===== config.mk =====
export PLATFORM = sky130hd
export DESIGN_NAME = byte_pattern_search
export DESIGN_NICKNAME = d
export VERILOG_FILES = /design/src/rtl/core/bps_pkg.sv /design/src/rtl/core/bps_cell.sv /design/src/rtl/core/bps_ctrl.sv /design/src/rtl/core/byte_pattern_search.sv
export SDC_FILE = /design/constraint.sdc
export NUM_CORES = 1
export LEC_CHECK = 0
export BUFFER_PORTS_ARGS = -buffer_cell sky130_fd_sc_hd__buf_2
export CORE_UTILIZATION = 39
export DETAILED_ROUTE_END_ITERATION = 6
export GPL_ROUTABILITY_DRIVEN = 0
export GPL_TIMING_DRIVEN = 0
export REMOVE_ABC_BUFFERS = 1
export SYNTH_ARGS = -nofsm -noshare
export SYNTH_HDL_FRONTEND = slang
export SYNTH_SLANG_ARGS = --single-unit

===== constraint.sdc =====
create_clock -name clk -period 6.7 [get_ports clk]
set_clock_uncertainty 0.15 [all_clocks]
set_input_delay 0.335 -clock clk [delete_from_list [all_inputs] [get_ports clk]]
set_output_delay 0.335 -clock clk [all_outputs]
set_load 0.02 [all_outputs]

===== src/rtl/core/bps_pkg.sv =====
// bps_pkg: shared types, constants and the case-fold helper for byte_pattern_search.
// Used by bps_cell, bps_ctrl and the byte_pattern_search top level.
`default_nettype none

package bps_pkg;

  localparam int PATTERN_MAX = 16;
  localparam int OFFSET_BITS = 29;

  // The pattern registers hold sixteen bytes; deeper cells could never be compared.
  localparam int PAT_BYTES  = 16;
  localparam int PAT_LIMIT  = (PATTERN_MAX < PAT_BYTES) ? PATTERN_MAX : PAT_BYTES;
  localparam int CELL_COUNT = PAT_LIMIT;

  localparam int LEN_BITS   = 5;
  localparam int START_BITS = 30;
  localparam int COUNT_BITS = OFFSET_BITS + 1;
  localparam int CMP_BITS   = (COUNT_BITS > START_BITS) ? COUNT_BITS : START_BITS;

  localparam int CFG_INDEX_BITS = 3;
  localparam int CFG_DATA_BITS  = 64;

  localparam logic [7:0] CHAR_UPPER_A = 8'h41;
  localparam logic [7:0] CHAR_UPPER_Z = 8'h5a;
  localparam logic [7:0] CASE_GAP     = 8'd32;

  typedef enum logic [CFG_INDEX_BITS-1:0] {
    REG_PATTERN_LOW  = 3'd0,
    REG_PATTERN_HIGH = 3'd1,
    REG_PATTERN_LEN  = 3'd2,
    REG_START_OFFSET = 3'd3,
    REG_SEARCH_FWD   = 3'd4,
    REG_FOLD_CASE    = 3'd5
  } cfg_reg_t;

  typedef struct packed {
    logic [7:0] data_byte;
    logic       last_byte;
  } item_t;

  typedef struct packed {
    logic                   found;
    logic [OFFSET_BITS-1:0] match_offset;
  } result_t;

  // Settings the controller needs to qualify a window hit.
  typedef struct packed {
    logic                  len_ok;
    logic [LEN_BITS-1:0]   length;
    logic [START_BITS-1:0] start_offset;
    logic                  forward;
  } search_cfg_t;

  function automatic logic [7:0] fold_byte(input logic [7:0] c, input logic en);
    logic [7:0] r;
    r = c;
    if (en && (c inside {[CHAR_UPPER_A:CHAR_UPPER_Z]})) r = c + CASE_GAP;
    return r;
  endfunction

endpackage

`default_nettype wire


===== src/rtl/core/bps_cell.sv =====
// bps_cell: one window position; holds a byte, passes it on, compares the byte
// entering it against its pattern byte. Depends on bps_pkg.
`default_nettype none

module bps_cell
  import bps_pkg::*;
(
  input  wire logic       clk,
  input  wire logic       shift,
  input  wire logic [7:0] byte_in,
  input  wire logic [7:0] pat_byte,
  input  wire logic       fold_case,
  input  wire logic       active,
  output logic      [7:0] byte_out,
  output logic            hit
);

  always_ff @(posedge clk) begin
    if (shift) byte_out <= byte_in;
  end

  // Inactive cells lie beyond the pattern and always agree.
  assign hit = !active || (fold_byte(byte_in, fold_case) == fold_byte(pat_byte, fold_case));

endmodule

`default_nettype wire


===== src/rtl/core/bps_ctrl.sv =====
// bps_ctrl: byte counter, match bookkeeping and the two-deep result buffer.
// Depends on bps_pkg.
`default_nettype none

module bps_ctrl
  import bps_pkg::*;
(
  input  wire logic        clk,
  input  wire logic        rst,
  input  wire logic        accept,
  input  wire logic        last_byte,
  input  wire logic        window_hit,
  input  wire search_cfg_t scfg,
  output logic             item_stall,
  output logic             result_valid,
  input  wire logic        result_stall,
  output result_t          result
);

  logic [COUNT_BITS-1:0]  byte_count;
  logic [COUNT_BITS-1:0]  byte_count_next;
  logic                   match_seen;
  logic                   match_seen_next;
  logic [OFFSET_BITS-1:0] best_offset;
  logic [OFFSET_BITS-1:0] best_offset_next;

  logic [COUNT_BITS-1:0]  count_inc;
  logic [COUNT_BITS-1:0]  len_ext;
  logic [COUNT_BITS-1:0]  start_pos;
  logic                   counting;
  logic                   qualify;
  result_t                res_new;
  result_t                skid;
  logic                   skid_valid;
  logic                   push;

  assign count_inc = byte_count + COUNT_BITS'(1);
  assign len_ext   = COUNT_BITS'(scfg.length);
  assign start_pos = count_inc - len_ext;
  // Counter stops at 2^OFFSET_BITS; the top bit alone marks saturation.
  assign counting  = !byte_count[COUNT_BITS-1];

  always_comb begin
    qualify = 1'b0;
    if (counting && scfg.len_ok && window_hit && (count_inc >= len_ext)) begin
      if (scfg.forward) begin
        qualify = !match_seen &&
                  (CMP_BITS'(start_pos) >= CMP_BITS'(scfg.start_offset));
      end else begin
        qualify = CMP_BITS'(count_inc) <= CMP_BITS'(scfg.start_offset);
      end
    end
    byte_count_next  = counting ? count_inc : byte_count;
    match_seen_next  = match_seen || qualify;
    best_offset_next = qualify ? start_pos[OFFSET_BITS-1:0] : best_offset;
    res_new.found        = match_seen_next;
    res_new.match_offset = match_seen_next ? best_offset_next : '0;
  end

  always_ff @(posedge clk) begin
    if (rst) begin
      byte_count  <= '0;
      match_seen  <= 1'b0;
      best_offset <= '0;
    end else if (accept) begin
      if (last_byte) begin
        byte_count  <= '0;
        match_seen  <= 1'b0;
        best_offset <= '0;
      end else begin
        byte_count  <= byte_count_next;
        match_seen  <= match_seen_next;
        best_offset <= best_offset_next;
      end
    end
  end

  // Output register plus one skid entry; input stalls only when the skid is full.
  assign push       = accept && last_byte;
  assign item_stall = skid_valid;

  always_ff @(posedge clk) begin
    if (rst) begin
      result_valid <= 1'b0;
      skid_valid   <= 1'b0;
    end else if (!result_valid || !result_stall) begin
      if (skid_valid) begin
        result_valid <= 1'b1;
        skid_valid   <= 1'b0;
      end else begin
        result_valid <= push;
      end
    end else if (push) begin
      skid_valid <= 1'b1;
    end
  end

  always_ff @(posedge clk) begin
    if (!result_valid || !result_stall) begin
      if (skid_valid) result <= skid;
      else if (push) result <= res_new;
    end else if (push) begin
      skid <= res_new;
    end
  end

endmodule

`default_nettype wire


===== src/rtl/core/byte_pattern_search.sv =====
// byte_pattern_search: top level; configuration registers, the row of window
// cells and the controller. Depends on bps_pkg, bps_cell and bps_ctrl.
`default_nettype none

// Streams a buffer one byte per clock while the input is not stalled and looks for
// a pattern of up to 16 bytes (optionally ASCII case-insensitive). The row of
// window cells compares all pattern positions against the arriving byte in the
// cycle it is accepted. The byte marked last yields one result, which goes into the
// output register, or into the skid entry while the output is stalled; up to two
// results can wait downstream before the input stalls. Forward mode reports the
// first match starting at or after start_offset, backward mode the last match
// ending at or before it. No clearing pass after reset. Configuration writes are
// always taken (cfg_ready is tied high) and must only be issued while idle.
module byte_pattern_search
  import bps_pkg::*;
(
  input  wire logic                      clk,
  input  wire logic                      rst,
  input  wire logic                      item_valid,
  output logic                           item_stall,
  input  wire item_t                     item,
  output logic                           result_valid,
  input  wire logic                      result_stall,
  output result_t                        result,
  input  wire logic                      cfg_valid,
  output logic                           cfg_ready,
  input  wire logic [CFG_INDEX_BITS-1:0] cfg_index,
  input  wire logic [CFG_DATA_BITS-1:0]  cfg_data
);

  logic [63:0]           pattern_low_bytes;
  logic [63:0]           pattern_high_bytes;
  logic [LEN_BITS-1:0]   pattern_length;
  logic [START_BITS-1:0] start_offset;
  logic                  search_forward;
  logic                  fold_case;

  logic                  accept;
  logic [7:0]            pat_bytes [PAT_BYTES];
  logic [7:0]            window [CELL_COUNT];
  logic [CELL_COUNT-1:0] hits;
  search_cfg_t           scfg;

  assign cfg_ready = 1'b1;

  always_ff @(posedge clk) begin
    if (rst) begin
      pattern_low_bytes  <= '0;
      pattern_high_bytes <= '0;
      pattern_length     <= '0;
      start_offset       <= '0;
      search_forward     <= 1'b1;
      fold_case          <= 1'b0;
    end else if (cfg_valid && cfg_ready) begin
      case (cfg_index)
        REG_PATTERN_LOW:  pattern_low_bytes  <= cfg_data[63:0];
        REG_PATTERN_HIGH: pattern_high_bytes <= cfg_data[63:0];
        REG_PATTERN_LEN:  pattern_length     <= cfg_data[LEN_BITS-1:0];
        REG_START_OFFSET: start_offset       <= cfg_data[START_BITS-1:0];
        REG_SEARCH_FWD:   search_forward     <= cfg_data[0];
        REG_FOLD_CASE:    fold_case          <= cfg_data[0];
        default: ;
      endcase
    end
  end

  always_comb begin
    for (int k = 0; k < 8; k++) begin
      pat_bytes[k]     = pattern_low_bytes[8*k +: 8];
      pat_bytes[k + 8] = pattern_high_bytes[8*k +: 8];
    end
  end

  assign accept = item_valid && !item_stall;

  // Cell j holds window byte j (newest at 0) and checks the byte entering it against
  // pattern byte length-1-j.
  for (genvar j = 0; j < CELL_COUNT; j++) begin : g_cell
    logic [7:0]          byte_in;
    logic [LEN_BITS-1:0] pidx;

    if (j == 0) begin : g_head
      assign byte_in = item.data_byte;
    end else begin : g_tail
      assign byte_in = window[j-1];
    end

    assign pidx = pattern_length - LEN_BITS'(j + 1);

    bps_cell u_cell (
      .clk      (clk),
      .shift    (accept),
      .byte_in  (byte_in),
      .pat_byte (pat_bytes[pidx[LEN_BITS-2:0]]),
      .fold_case(fold_case),
      .active   (LEN_BITS'(j) < pattern_length),
      .byte_out (window[j]),
      .hit      (hits[j])
    );
  end

  always_comb begin
    scfg.len_ok       = (pattern_length != '0) && (pattern_length <= LEN_BITS'(PAT_LIMIT));
    scfg.length       = pattern_length;
    scfg.start_offset = start_offset;
    scfg.forward      = search_forward;
  end

  bps_ctrl u_ctrl (
    .clk         (clk),
    .rst         (rst),
    .accept      (accept),
    .last_byte   (item.last_byte),
    .window_hit  (&hits),
    .scfg        (scfg),
    .item_stall  (item_stall),
    .result_valid(result_valid),
    .result_stall(result_stall),
    .result      (result)
  );

endmodule

`default_nettype wire

; Yosys cells after proc, flatten, opt, wreduce, memory -nomap -nowiden
; Cells that the tools add are included.
[classes]
n_addsub = 50
order_cmp = 100
n_eq_ne = 22
n_mux = 91
bitwise_logic = 17
n_reduce_logical = 124
[op_table]
columns = cell, count
row1 = $bmux W8 S4, 16
row2 = $mux W8, 64
row3 = $add A8 B6 Y8 const B, 32
row4 = $ge A8 B7 Y1 const B, 32
row5 = $le A8 B7 Y1 const B, 32
row6 = $eq A8 B8 Y1, 16
row7 = $mux W30, 4
row8 = $mux W29, 3
row9 = $ge A5 B5 Y1 const B, 16
row10 = $not A4 Y5, 16
row11 = $logic_and A1 B1 Y1, 71
row12 = $lt A4 B5 Y1 const A, 8
row13 = $sub A4 B4 Y4 const B, 8
row14 = $add A30 B1 Y30 const B, 1
row15 = $ge A30 B30 Y1, 1
row16 = $ge A30 B5 Y1, 1
row17 = $le A30 B30 Y1, 1
row18 = $sub A30 B5 Y30, 1
row19 = $logic_not A1 Y1, 21
row20 = $lt A3 B5 Y1 const A, 4
row21 = $logic_or A1 B1 Y1, 18
row22 = $reduce_and A2 Y1, 9
row23 = $reduce_and A16 Y1, 1
row24 = $sub A4 B3 Y4 const B, 4
row25 = other kinds (15), 24
[totals]
register_bits = 407
output_inout_bits = 33
elab_cells = 435

; Depth between registers and ports, before layout
; Gate-level depths: netlist of the first run.
[depth]
ltp_word = 19
ltp_mapped = 31

; By module
; From an unflattened synthesis of the first run, not the netlist that was laid out.
[hier_totals]
cells_unflattened = 2972
hier_area_um2 = 29702.2
[modules_own_cells]
columns = mod, instances, cells_per_inst, area_each_um2, seq_area_each_um2
row1 = byte_pattern_search, 1, 1198, 12241.7, 3303.2
row2 = bps_ctrl, 1, 1022, 8932.3, 3042.9
row3 = bps_cell, 16, 47, 533.0, 240.2

; Worst setup path before layout of the first run
; Ideal clock, no wire load.
[synth_timing]
kind = register to register
startpoint = reg pattern_length[0]
endpoint = reg, netlist name u_ctrl.result[16]
setup_ns = 0.261
arrival_time_ns = 6.168
slack_ns = 0.121
path_stages_with_launch = 24
n_path_buf = 11
period_less_slack_ns = 6.579
cell_sequence = dfxtp_1 > buf_6 > buf_2 > buf_2 > buf_4 > buf_2 > clkinv_1 > ha_1 > buf_4 > buf_4 > buf_2 > buf_1 > mux4_2 > mux4_2 > o32ai_1 > o31ai_1 > xor2_1 > nor4_2 > a31oi_1 > nor4_2 > buf_2 > buf_4 > a211oi_1 > a311o_1
[synth_between]
elab_chain_cells = 19
word_cells_on_any_way = 258
classes_between = add/sub (33) / order compare (51) / eq/ne (16) / mux (70) / bitwise (16) / reduce/logical (72)
[synth_lines]
columns = element, line
row1 = from (decl), byte_pattern_search.sv:33  ; logic [LEN_BITS-1:0] pattern_length;
row2 = from (signal assigned), byte_pattern_search.sv:58  ; REG_PATTERN_LEN: pattern_length <= cfg_data[LEN_BITS-1:0];
row3 = "$sub A4 B1 Y4, or another cell as far along", byte_pattern_search.sv:88  ; assign pidx = pattern_length - LEN_BITS'(j + 1);
row4 = $not A4 Y5 (implied by the code), byte_pattern_search.sv:94  ; .pat_byte (pat_bytes[pidx[LEN_BITS-2:0]]),
row5 = $bmux W8 S4, byte_pattern_search.sv:94
row6 = $mux W8 (implied by the code) (2 in a row), byte_pattern_search.sv:94
row7 = $ge A8 B7 Y1 / $le A8 B7 Y1 (equally long branches), bps_pkg.sv:57  ; if (en && (c inside {[CHAR_UPPER_A:CHAR_UPPER_Z]})) r = c + CASE_GAP;
row8 = $logic_and A1 B1 Y1 (2 in a row), bps_pkg.sv:57
row9 = $mux W8, bps_pkg.sv:57
row10 = $eq A8 B8 Y1, bps_cell.sv:23  ; assign hit = !active || (fold_byte(byte_in, fold_case) == fold_byte(pat_byte, fold_case));
row11 = $logic_or A1 B1 Y1, bps_cell.sv:23
row12 = $reduce_and A16 Y1, byte_pattern_search.sv:114  ; .window_hit (&hits),
row13 = $logic_and A1 B1 Y1 (2 in a row), bps_ctrl.sv:45  ; if (counting && scfg.len_ok && window_hit && (count_inc >= len_ext)) begin
row14 = $mux W1, bps_ctrl.sv:45
row15 = $mux W29 / $logic_or A1 B1 Y1 (equally long branches), "bps_ctrl.sv:55, bps_ctrl.sv:54"
row16 = $mux W29 (*), bps_ctrl.sv:57  ; res_new.match_offset = match_seen_next ? best_offset_next : '0;
row17 = $mux W30 (*), bps_ctrl.sv:101  ; else if (push) result <= res_new;
row18 = $mux W30 (*), bps_ctrl.sv:100  ; if (skid_valid) result <= skid;
; Mark *: on every way between the ends. The rest lies on a longest branch, timed or not. The select of a mux whose other input is x is not followed.
; A chain may end at the register's enable or synchronous reset.

; Worst setup path in the final report of the first run
[layout_timing]
startpoint = reg u_ctrl.byte_count[0]
endpoint = reg, netlist name u_ctrl.result[12]
[layout_between]
elab_chain_cells = 10
word_cells_on_any_way = 14
classes_between = add/sub (2) / order compare (3) / mux (6) / reduce/logical (3)
[layout_lines]
columns = element, line
row1 = from (decl), bps_ctrl.sv:20  ; logic [COUNT_BITS-1:0] byte_count;
row2 = from (signal assigned), bps_ctrl.sv:71  ; byte_count <= byte_count_next;
row3 = $add A30 B1 Y30 (*), bps_ctrl.sv:37  ; assign count_inc = byte_count + COUNT_BITS'(1);
row4 = $sub A30 B5 Y30, bps_ctrl.sv:39  ; assign start_pos = count_inc - len_ext;
row5 = $ge A30 B30 Y1, bps_ctrl.sv:48  ; (CMP_BITS'(start_pos) >= CMP_BITS'(scfg.start_offset));
row6 = $logic_and A1 B1 Y1, bps_ctrl.sv:47  ; qualify = !match_seen &&
row7 = $mux W1, bps_ctrl.sv:46  ; if (scfg.forward) begin
row8 = $mux W1, bps_ctrl.sv:45
row9 = $mux W29 / $logic_or A1 B1 Y1 (equally long branches), "bps_ctrl.sv:55, bps_ctrl.sv:54"
row10 = $mux W29 (*), bps_ctrl.sv:57
row11 = $mux W30 (*), bps_ctrl.sv:101
row12 = $mux W30 (*), bps_ctrl.sv:100
; Marked as above.

==> results of run 1 <==
## cells in the final DEF, fill, tap and decap left out, types with 47 or more instances in the layout
cell	instances
sky130_fd_sc_hd__nand3_1	104
sky130_fd_sc_hd__o21ai_0	47
sky130_fd_sc_hd__mux2i_1	95
sky130_fd_sc_hd__nand4_1	75
sky130_fd_sc_hd__edfxtp_1	180
sky130_fd_sc_hd__a21oi_1	239
sky130_fd_sc_hd__nor2_1	134
sky130_fd_sc_hd__mux4_2	231
sky130_fd_sc_hd__dfxtp_1	209
sky130_fd_sc_hd__nand2_1	451
sky130_fd_sc_hd__buf_2	111
sky130_fd_sc_hd__xnor2_1	98
sky130_fd_sc_hd__inv_1	77
sky130_fd_sc_hd__clkbuf_16	50
sky130_fd_sc_hd__dlygate4sd3_1	77
sky130_fd_sc_hd__nor3_1	68
sky130_fd_sc_hd__xor2_1	78
sky130_fd_sc_hd__ha_1	100
## report_power, final
part	switching (mW)	internal, mW	total, mW
logic	0.593	0.403	0.996
registers	0.0896	2.67	2.76
clock network	1.14	1.50	2.64
## worst paths after layout
path,startpoint,to,slack [ps]
worst max-delay path,u_ctrl.byte_count[0]$_SDFFE_PP0P_,u_ctrl.result[12]$_DFFE_PP_,140
worst min-delay path,cfg_index[2],search_forward$_SDFFE_PP1P_,30
worst max register to register,u_ctrl.byte_count[0]$_SDFFE_PP0P_,u_ctrl.result[12]$_DFFE_PP_,140
worst min register to register,start_offset[10]$_SDFFE_PP0P_,start_offset[10]$_SDFFE_PP0P_,310
## flip-flops by register name, indices dropped and copies added, names as in the netlist
signal	flops
g_cell.u_cell.byte_out	120
pattern_high_bytes	64
pattern_low_bytes	64
start_offset	30
u_ctrl.byte_count	30
u_ctrl.result	30
u_ctrl.skid	30
u_ctrl.best_offset	29
pattern_length	5
fold_case	1
search_forward	1
u_ctrl.item_stall	1
u_ctrl.match_seen	1
u_ctrl.result_valid	1
## routing by layer
metal	global-route usage	wire length (µm)
met5	0	0
met4	0.1007	4315
met3	0.04407	8331
met2	0.4029	46470
met1	0.3302	39960
## stage by stage
stage	utilization	instances	hold WS (ps)	setup TNS [ps]	cell area (µm²)
6_report	0.4626	4134	27.21	0	34670
5_1_grt	0.4626	4134	33.34	0	34670
4_1_cts	0.4576	4119	8.025	0	34300
3_5_place_dp	0.4206	3937	296.8	-115520	31520
3_3_place_gp	0.4090	3896	291.9	-2186660	30650
2_1_floorplan	-	2815	254.1	-1020910	28880
## kinds of logic (layout without fill, tap and decap cells)
logic type	Yosys count	after routing
muxes	339	339
adders and majority gates	107	107
AOI/OAI and AO/OA	592	592
other	1	1
xor gates and xnor gates	204	204
buffers and inverters	296	433
and+or+nand+nor	1081	1082
DFF	407	407
## cell type report
| class | instances | area share |
|---|---|---|
| Sequential cell | 407 | 0.2881 |
| Multi-Input combinational cell | 2325 | 0.5531 |
| Clock buffer | 59 | 0.03728 |
| Tap cell | 969 | 0.03497 |
| Inverter | 84 | 0.009743 |
| Timing Repair Buffer | 261 | 0.06925 |
| Clock inverter | 29 | 0.007506 |
## worst reg2reg max path: stages, from the launching register on
cell and delay (ps):
sky130_fd_sc_hd__dfxtp_4 380, sky130_fd_sc_hd__buf_4 120, sky130_fd_sc_hd__and4_4 270, sky130_fd_sc_hd__nand4_1 180, sky130_fd_sc_hd__or4_4 610, sky130_fd_sc_hd__inv_1 70
sky130_fd_sc_hd__nand3_1 200, sky130_fd_sc_hd__or2_2 360, sky130_fd_sc_hd__ha_1 330, sky130_fd_sc_hd__ha_1 310, sky130_fd_sc_hd__nand4_1 130, sky130_fd_sc_hd__or2_2 370
sky130_fd_sc_hd__or4_1 470, sky130_fd_sc_hd__o21ai_0 80, sky130_fd_sc_hd__a2111o_1 150, sky130_fd_sc_hd__a31oi_1 120, sky130_fd_sc_hd__a21oi_2 330, sky130_fd_sc_hd__o21ai_1 160
sky130_fd_sc_hd__nor3_4 170, sky130_fd_sc_hd__buf_4 180, sky130_fd_sc_hd__buf_8 170, sky130_fd_sc_hd__buf_8 170, sky130_fd_sc_hd__buf_8 160, sky130_fd_sc_hd__buf_6 160
sky130_fd_sc_hd__a211oi_1 80, sky130_fd_sc_hd__a311o_1 400
## timing repair
item,in CTS,in global routing
hold buffers,77,0
buffers inserted,14,13
pin swaps,6,11
gates cloned,3,2
setup endpoints to repair,90,86
hold endpoints to repair,175,0
resized for setup,49,51
==> qor_table.md, run 1 <==
| Item | Reported | Unit |
|---|---|---|
| CP most frequent cell | sky130_fd_sc_hd__buf_8 | - |
| Final Critical Period | 6563 | ps |
| Count of buffers inserted at the top-level ports | 112 | - |
| CP arrival | 6770 | ps |
| Leakage | 11.96 | nW |
| Final Max Slew Viols | 0 | - |
| Length in cells of the worst reg-to-reg path | 25 | - |
| Multi-input combinational cell area | 19180 | µm² |
| Synth Area in Simple Gates | 0.1764 | - |
| Die outline area | 77490 | µm² |
| Synth cell types | 97 | - |
| Std-Cell Core Area | 74950 | µm² |
| Die X | 278.4 | µm |
| Syn Inst Count | 3027 | - |
| Tightest Hold Check Type | in2reg | - |
| Multiplexer share of the synthesized area | 0.2114 | - |
| Commonest register cell after synthesis | sky130_fd_sc_hd__dfxtp_1 | - |
| Unrepaired setup endpoints after global routing | no | - |
| Number of iterations in the first detailed-routing pass | 6 | - |
| Remaining routing DRC violations | 0 | - |
| Post-place setup slack | -1544 | ps |
| Largest cells by area after synthesis | sky130_fd_sc_hd__edfxtp_1 (18%), sky130_fd_sc_hd__mux4_2 (17%), sky130_fd_sc_hd__dfxtp_1 (15%) | - |
| Number of buffers created by CTS | 47 | - |
| Worst skew pair latency | 630 | ps |
| Yosys warning count | 0 | - |
| Critical path's top delay family | simple AND/OR/NAND/NOR gates | - |
| Net count, final | 3314 | - |
| Via count of the first global-routing pass | 23621 | - |
| Number of violations of the max-capacitance limit | 0 | - |
| Total vias in the final route | 25659 | - |
| Post-route total power | 6.392 | mW |
| Headroom to the max-slew limit | 0.09098 | - |
| Global-route wire length before repair | 148.7 | mm |
| Post-synthesis share of cell area spent on full adders, half adders and majority gates | 0.04519 | - |
| Maximum clock rate | 152.4 | MHz |
| CP Launch Type | flip-flop | - |
| Growth of design area from synthesis to finish | 16.39 | % |
| IR Drop Worst-Case VDD | 0.1793 | mV |
| Die extent in y | 278.4 | µm |
| Routed len/inst | 23.96 | µm |
| Fraction of final layout cells sized beyond drive strength 1 | 0.1984 | - |
| Mean Syn Cell Area | 9.841 | µm² |
| WP data required | 6910 | ps |
| Io pins | 114 | - |
| Antenna Cells | 0 | - |
| Leading cell type by number of instances after synthesis | sky130_fd_sc_hd__nand2_1 | - |
| Top cell type's share of synthesized area | 0.1815 | - |
| Register Area | 9990 | µm² |
| Number of buffers on the longest clock path | 3 | - |
| Seq cells post-synth | 407 | - |
| Most instantiated cells after synthesis | sky130_fd_sc_hd__nand2_1 (454), sky130_fd_sc_hd__a21oi_1 (241), sky130_fd_sc_hd__mux4_2 (231) | - |
| Cell type with the highest aggregate area in the netlist | sky130_fd_sc_hd__edfxtp_1 | - |
| Number of hold violations in the final report | 0 | - |
| Post-layout worst setup margin | 137.2 | ps |
| Worst-Margin Slew | 1345 | ps |
| DP Wirelength | 72.34 | mm |
| Status | finished clean | - |
| Clock transition at the register clock pins on the worst setup and hold paths after CTS | 60 | ps |
| Worst path max stage delay | 610 | ps |
| Average via count per standard cell | 6.207 | - |
| Overflow after GRT | 0 | - |
| Initial cell density of the core | 0.3975 | - |
| Post-synth EDFFs | 180 | - |
| Final clock period utilization by the worst path | 0.9795 | - |
| Number of cells on the worst hold path | 5 | - |
| Largest net degree at the start of global routing | 152 | - |
| Clock tree from TritonCTS | done | - |
| Xor and xnor area share after synthesis | 0.06187 | - |
| Power Dens Cells | 184.4 | nW/µm² |
| Part of the Yosys area used for sequential elements | 0.3340 | - |
| Wirelength, routed | 99.07 | mm |
| Number of sinks driven by the clock tree | 407 | - |
| # fillers | 6997 | - |
| Count of H-tree levels built during CTS | 2 | - |
| Setup violations, final | 0 | - |
| Worst setup path class | reg2reg | - |
| Endpoint kind of the worst setup timing path | flip-flop | - |
| Number of antenna violations at the first check in global routing | 0 | - |
| 1st-iter DRT viols | 2780 | - |
| Crit path depth | 25 | - |
| Antenna Nets Post-Route | 0 | - |
| Synthesized-area fraction occupied by ao, oa, aoi and oai cells | 0.1299 | - |
| Proportion of synthesized flip-flops having asynchronous set or reset | 0 | - |
| Overall track demand over capacity in global routing | 0.2494 | - |
| Number of standard-cell rows in the floorplan | 100 | - |
| Root Buffer | sky130_fd_sc_hd__clkbuf_16 | - |
| Count of buffer and inverter cells on the critical path | 7 | - |
| Critical-path top delay cell | sky130_fd_sc_hd__or4_4 | - |
| Mapped cell area | 29790 | µm² |
| Dominant combinational cell family by area after synthesis | multiplexers | - |
| Largest fanout of any net on the critical path | 15 | - |
Note: power is estimated with default switching activity, not from simulation.
==> run 2: changes to the inputs <==
--- a/config.mk
+++ b/config.mk
@@ -5,7 +5,7 @@
 export SDC_FILE = /design/constraint.sdc
 export NUM_CORES = 1
 export LEC_CHECK = 0
-export BUFFER_PORTS_ARGS = -buffer_cell sky130_fd_sc_hd__buf_2
+export BUFFER_PORTS_ARGS = -buffer_cell sky130_fd_sc_hd__buf_4
 export CORE_UTILIZATION = 39
 export DETAILED_ROUTE_END_ITERATION = 6
 export GPL_ROUTABILITY_DRIVEN = 0
==> qor_table.md, run 2 (same netlist as run 1, synthesis figures left out) <==
| Item | Reported | Unit |
|---|---|---|
| Cell-by-cell trace of the critical path | inv_1 -> ha_1 -> a21o_1 -> a31oi_4 -> and2_4 -> and2_4 -> and4_1 -> xnor2_2 -> ha_1 -> nand2_1 -> or4_1 -> o311ai_1 -> a221oi_1 -> a21oi_1 -> o21ai_0 -> or4_1 -> a2111oi_4 -> nand4_4 -> o211ai_2 -> a31oi_1 | - |
| Gate power share | 0.155 | - |
| Critical-path top delay cell | sky130_fd_sc_hd__dfxtp_1 | - |
| Average via count per standard cell | 6.187 | - |
| Multi-input combinational cell area | 19140 | µm² |
| Seq pwr share | 0.415 | - |
| Remaining routing DRC violations | 0 | - |
| # fillers | 6862 | - |
| Via count of the first global-routing pass | 23826 | - |
| Net switching power | 1.845 | mW |
| Number of buffers created by CTS | 50 | - |
| Worst path max stage delay | 700 | ps |
| Post-layout worst setup margin | 108.0 | ps |
| Overall track demand over capacity in global routing | 0.2501 | - |
| Fraction of final layout cells sized beyond drive strength 1 | 0.2042 | - |
| Routed len/inst | 24.04 | µm |
| Endpoint kind of the worst setup timing path | flip-flop | - |
| Final Critical Period | 6592 | ps |
| Tightest Hold Check Type | in2reg | - |
| Growth of design area from synthesis to finish | 18.72 | % |
| CP Launch Type | flip-flop | - |
| Number of buffers on the longest clock path | 3 | - |
| IR Drop Worst-Case VDD | 0.1733 | mV |
| Maximum clock rate | 151.7 | MHz |
| Length in cells of the worst reg-to-reg path | 20 | - |
| Clock tree from TritonCTS | done | - |
| Number of sinks driven by the clock tree | 407 | - |
| Power Dens Cells | 188.1 | nW/µm² |
| Most frequent cells in the layout | sky130_fd_sc_hd__nand2_1 (451), sky130_fd_sc_hd__a21oi_1 (239), sky130_fd_sc_hd__mux4_2 (231) | - |
| Number of hold violations in the final report | 0 | - |
| Std-Cell Core Area | 74950 | µm² |
| Switching share of total power | 0.2773 | - |
| Worst-Margin Slew | 1200 | ps |
| Register Area | 9986 | µm² |
| Die extent in y | 278.4 | µm |
| Net count, final | 3340 | - |
| Worst setup path class | reg2reg | - |
| DP Wirelength | 72.29 | mm |
| Final Max Slew Viols | 0 | - |
| Clock transition at the register clock pins on the worst setup and hold paths after CTS | 60 | ps |
| Count of buffers inserted at the top-level ports | 112 | - |
| Largest net degree at the start of global routing | 141 | - |
| Final clock period utilization by the worst path | 0.9839 | - |
| Largest fanout of any net on the critical path | 9 | - |
| Overflow after GRT | 0 | - |
| Initial cell density of the core | 0.3975 | - |
| Cell internal pwr | 4.808 | mW |
| WP data required | 6850 | ps |
| Antenna Nets Post-Route | 0 | - |
| Leakage | 12.23 | nW |
| 1st-iter DRT viols | 2608 | - |
| Leading cell type in the layout, fill and taps excluded | sky130_fd_sc_hd__nand2_1 | - |
| Global-route wire length before repair | 149.1 | mm |
| Register with the most flip-flops | g_cell.u_cell.byte_out | - |
| Die outline area | 77490 | µm² |
| Number of iterations in the first detailed-routing pass | 7 | - |
| Io pins | 114 | - |
| Max reg flops | 120 | - |
| Count of H-tree levels built during CTS | 2 | - |
| Post-place setup slack | -1684 | ps |
| CP arrival | 6740 | ps |
| Util after Layout | 0.4719 | - |
| Wirelength, routed | 100.1 | mm |
| Total vias in the final route | 25751 | - |
| Status | finished clean | - |
| Antenna Cells | 0 | - |
| Number of standard-cell rows in the floorplan | 100 | - |
| Number of cells on the worst hold path | 2 | - |
| Number of antenna violations at the first check in global routing | 1 | - |
| Registers with the most flip-flops | g_cell.u_cell.byte_out x120, pattern_high_bytes x64, pattern_low_bytes x64 | - |
| Headroom to the max-slew limit | 0.1943 | - |
| Die X | 278.4 | µm |
| Root Buffer | sky130_fd_sc_hd__clkbuf_16 | - |
| Worst skew pair latency | 630 | ps |
| Clk pwr share | 0.430 | - |
| Number of violations of the max-capacitance limit | 0 | - |
| Setup violations, final | 0 | - |
## run 2: cell types whose count changed in the layout (fill, tap and decap cells not counted), sizes merged, moves of 2 or more
cell,before,now
buf,180,195
clkbuf,61,72
clkinv,22,15
dlygate4sd3,77,80
bufbuf,2,4
bufinv,3,5
clkinvlp,3,5
## run 2: layer usage
layer / GRT usage / part of all wire / up-vias
met4: 0.1041 / 0.047 / 0
met3: 0.03937 / 0.085 / 200
li1: - / - / 11717
met2: 0.4065 / 0.47 / 1131
met1: 0.3311 / 0.40 / 12703
met5: 0 / 0 / -
## run 2: metrics by stage
step | hold slack (ps) | power, mW | std cells | cell area, µm² | setup TNS, ps
floorplan | 254.1 | 3.340 | 2815 | 28880 | -1020910
global placement | 292.0 | 3.679 | 3896 | 30930 | -2201270
detailed placement | 296.5 | 3.726 | 3937 | 31780 | -128160
CTS | 48.92 | 6.651 | 4133 | 34850 | 0
global route | 80.99 | 6.869 | 4162 | 35360 | -178.5
finish | 71.83 | 6.653 | 4162 | 35360 | 0
## run 2: area by class of cell
| cell class | instances | share of cell area |
|---|---|---|
| clock buffers | 68 | 0.04058 |
| clock inverters | 25 | 0.008774 |
| inverters | 84 | 0.009836 |
| multi-input cells | 2326 | 0.5414 |
| flip-flops and latches | 407 | 0.2824 |
| well taps | 969 | 0.03428 |
| repair buffers | 283 | 0.08279 |
## run 2: worst paths after layout
kind | from | to | slack (ps)
worst min-delay path | rst | u_ctrl.byte_count[26]$_SDFFE_PP0P_ | 70
worst max-delay path | pattern_length[4]$_SDFFE_PP0P_ | u_ctrl.result[3]$_DFFE_PP_ | 110
worst max register to register | pattern_length[4]$_SDFFE_PP0P_ | u_ctrl.result[3]$_DFFE_PP_ | 110
worst min register to register | start_offset[21]$_SDFFE_PP0P_ | start_offset[21]$_SDFFE_PP0P_ | 310
## run 2: worst max-delay path: cells and delay by family, from the launching register on
kind	cells	cell delay [ps]
XOR/XNOR	1	140
flip-flops	1	700
buffers and inverters	1	360
AND/OR/NAND/NOR	7	2180
AO/OA/AOI/OAI	9	2000
adder cells (fa/ha/maj)	2	740
## run 2: power groups by stage
stage	clock network, mW	logic (mW)	registers, mW
after floorplan	0	0.534	2.81
after global placement	0	0.843	2.84
after detailed placement	0	0.912	2.81
after CTS	2.91	0.982	2.76
after global routing	3.00	1.10	2.77
final	2.86	1.03	2.76
## run 2: what timing repair did
item,CTS,global route
hold endpoints to repair,175,0
pin swaps,6,23
setup buffers,18,24
cloned,5,5
gates resized for setup,51,50
setup endpoints to repair,90,86
hold buffers,80,0
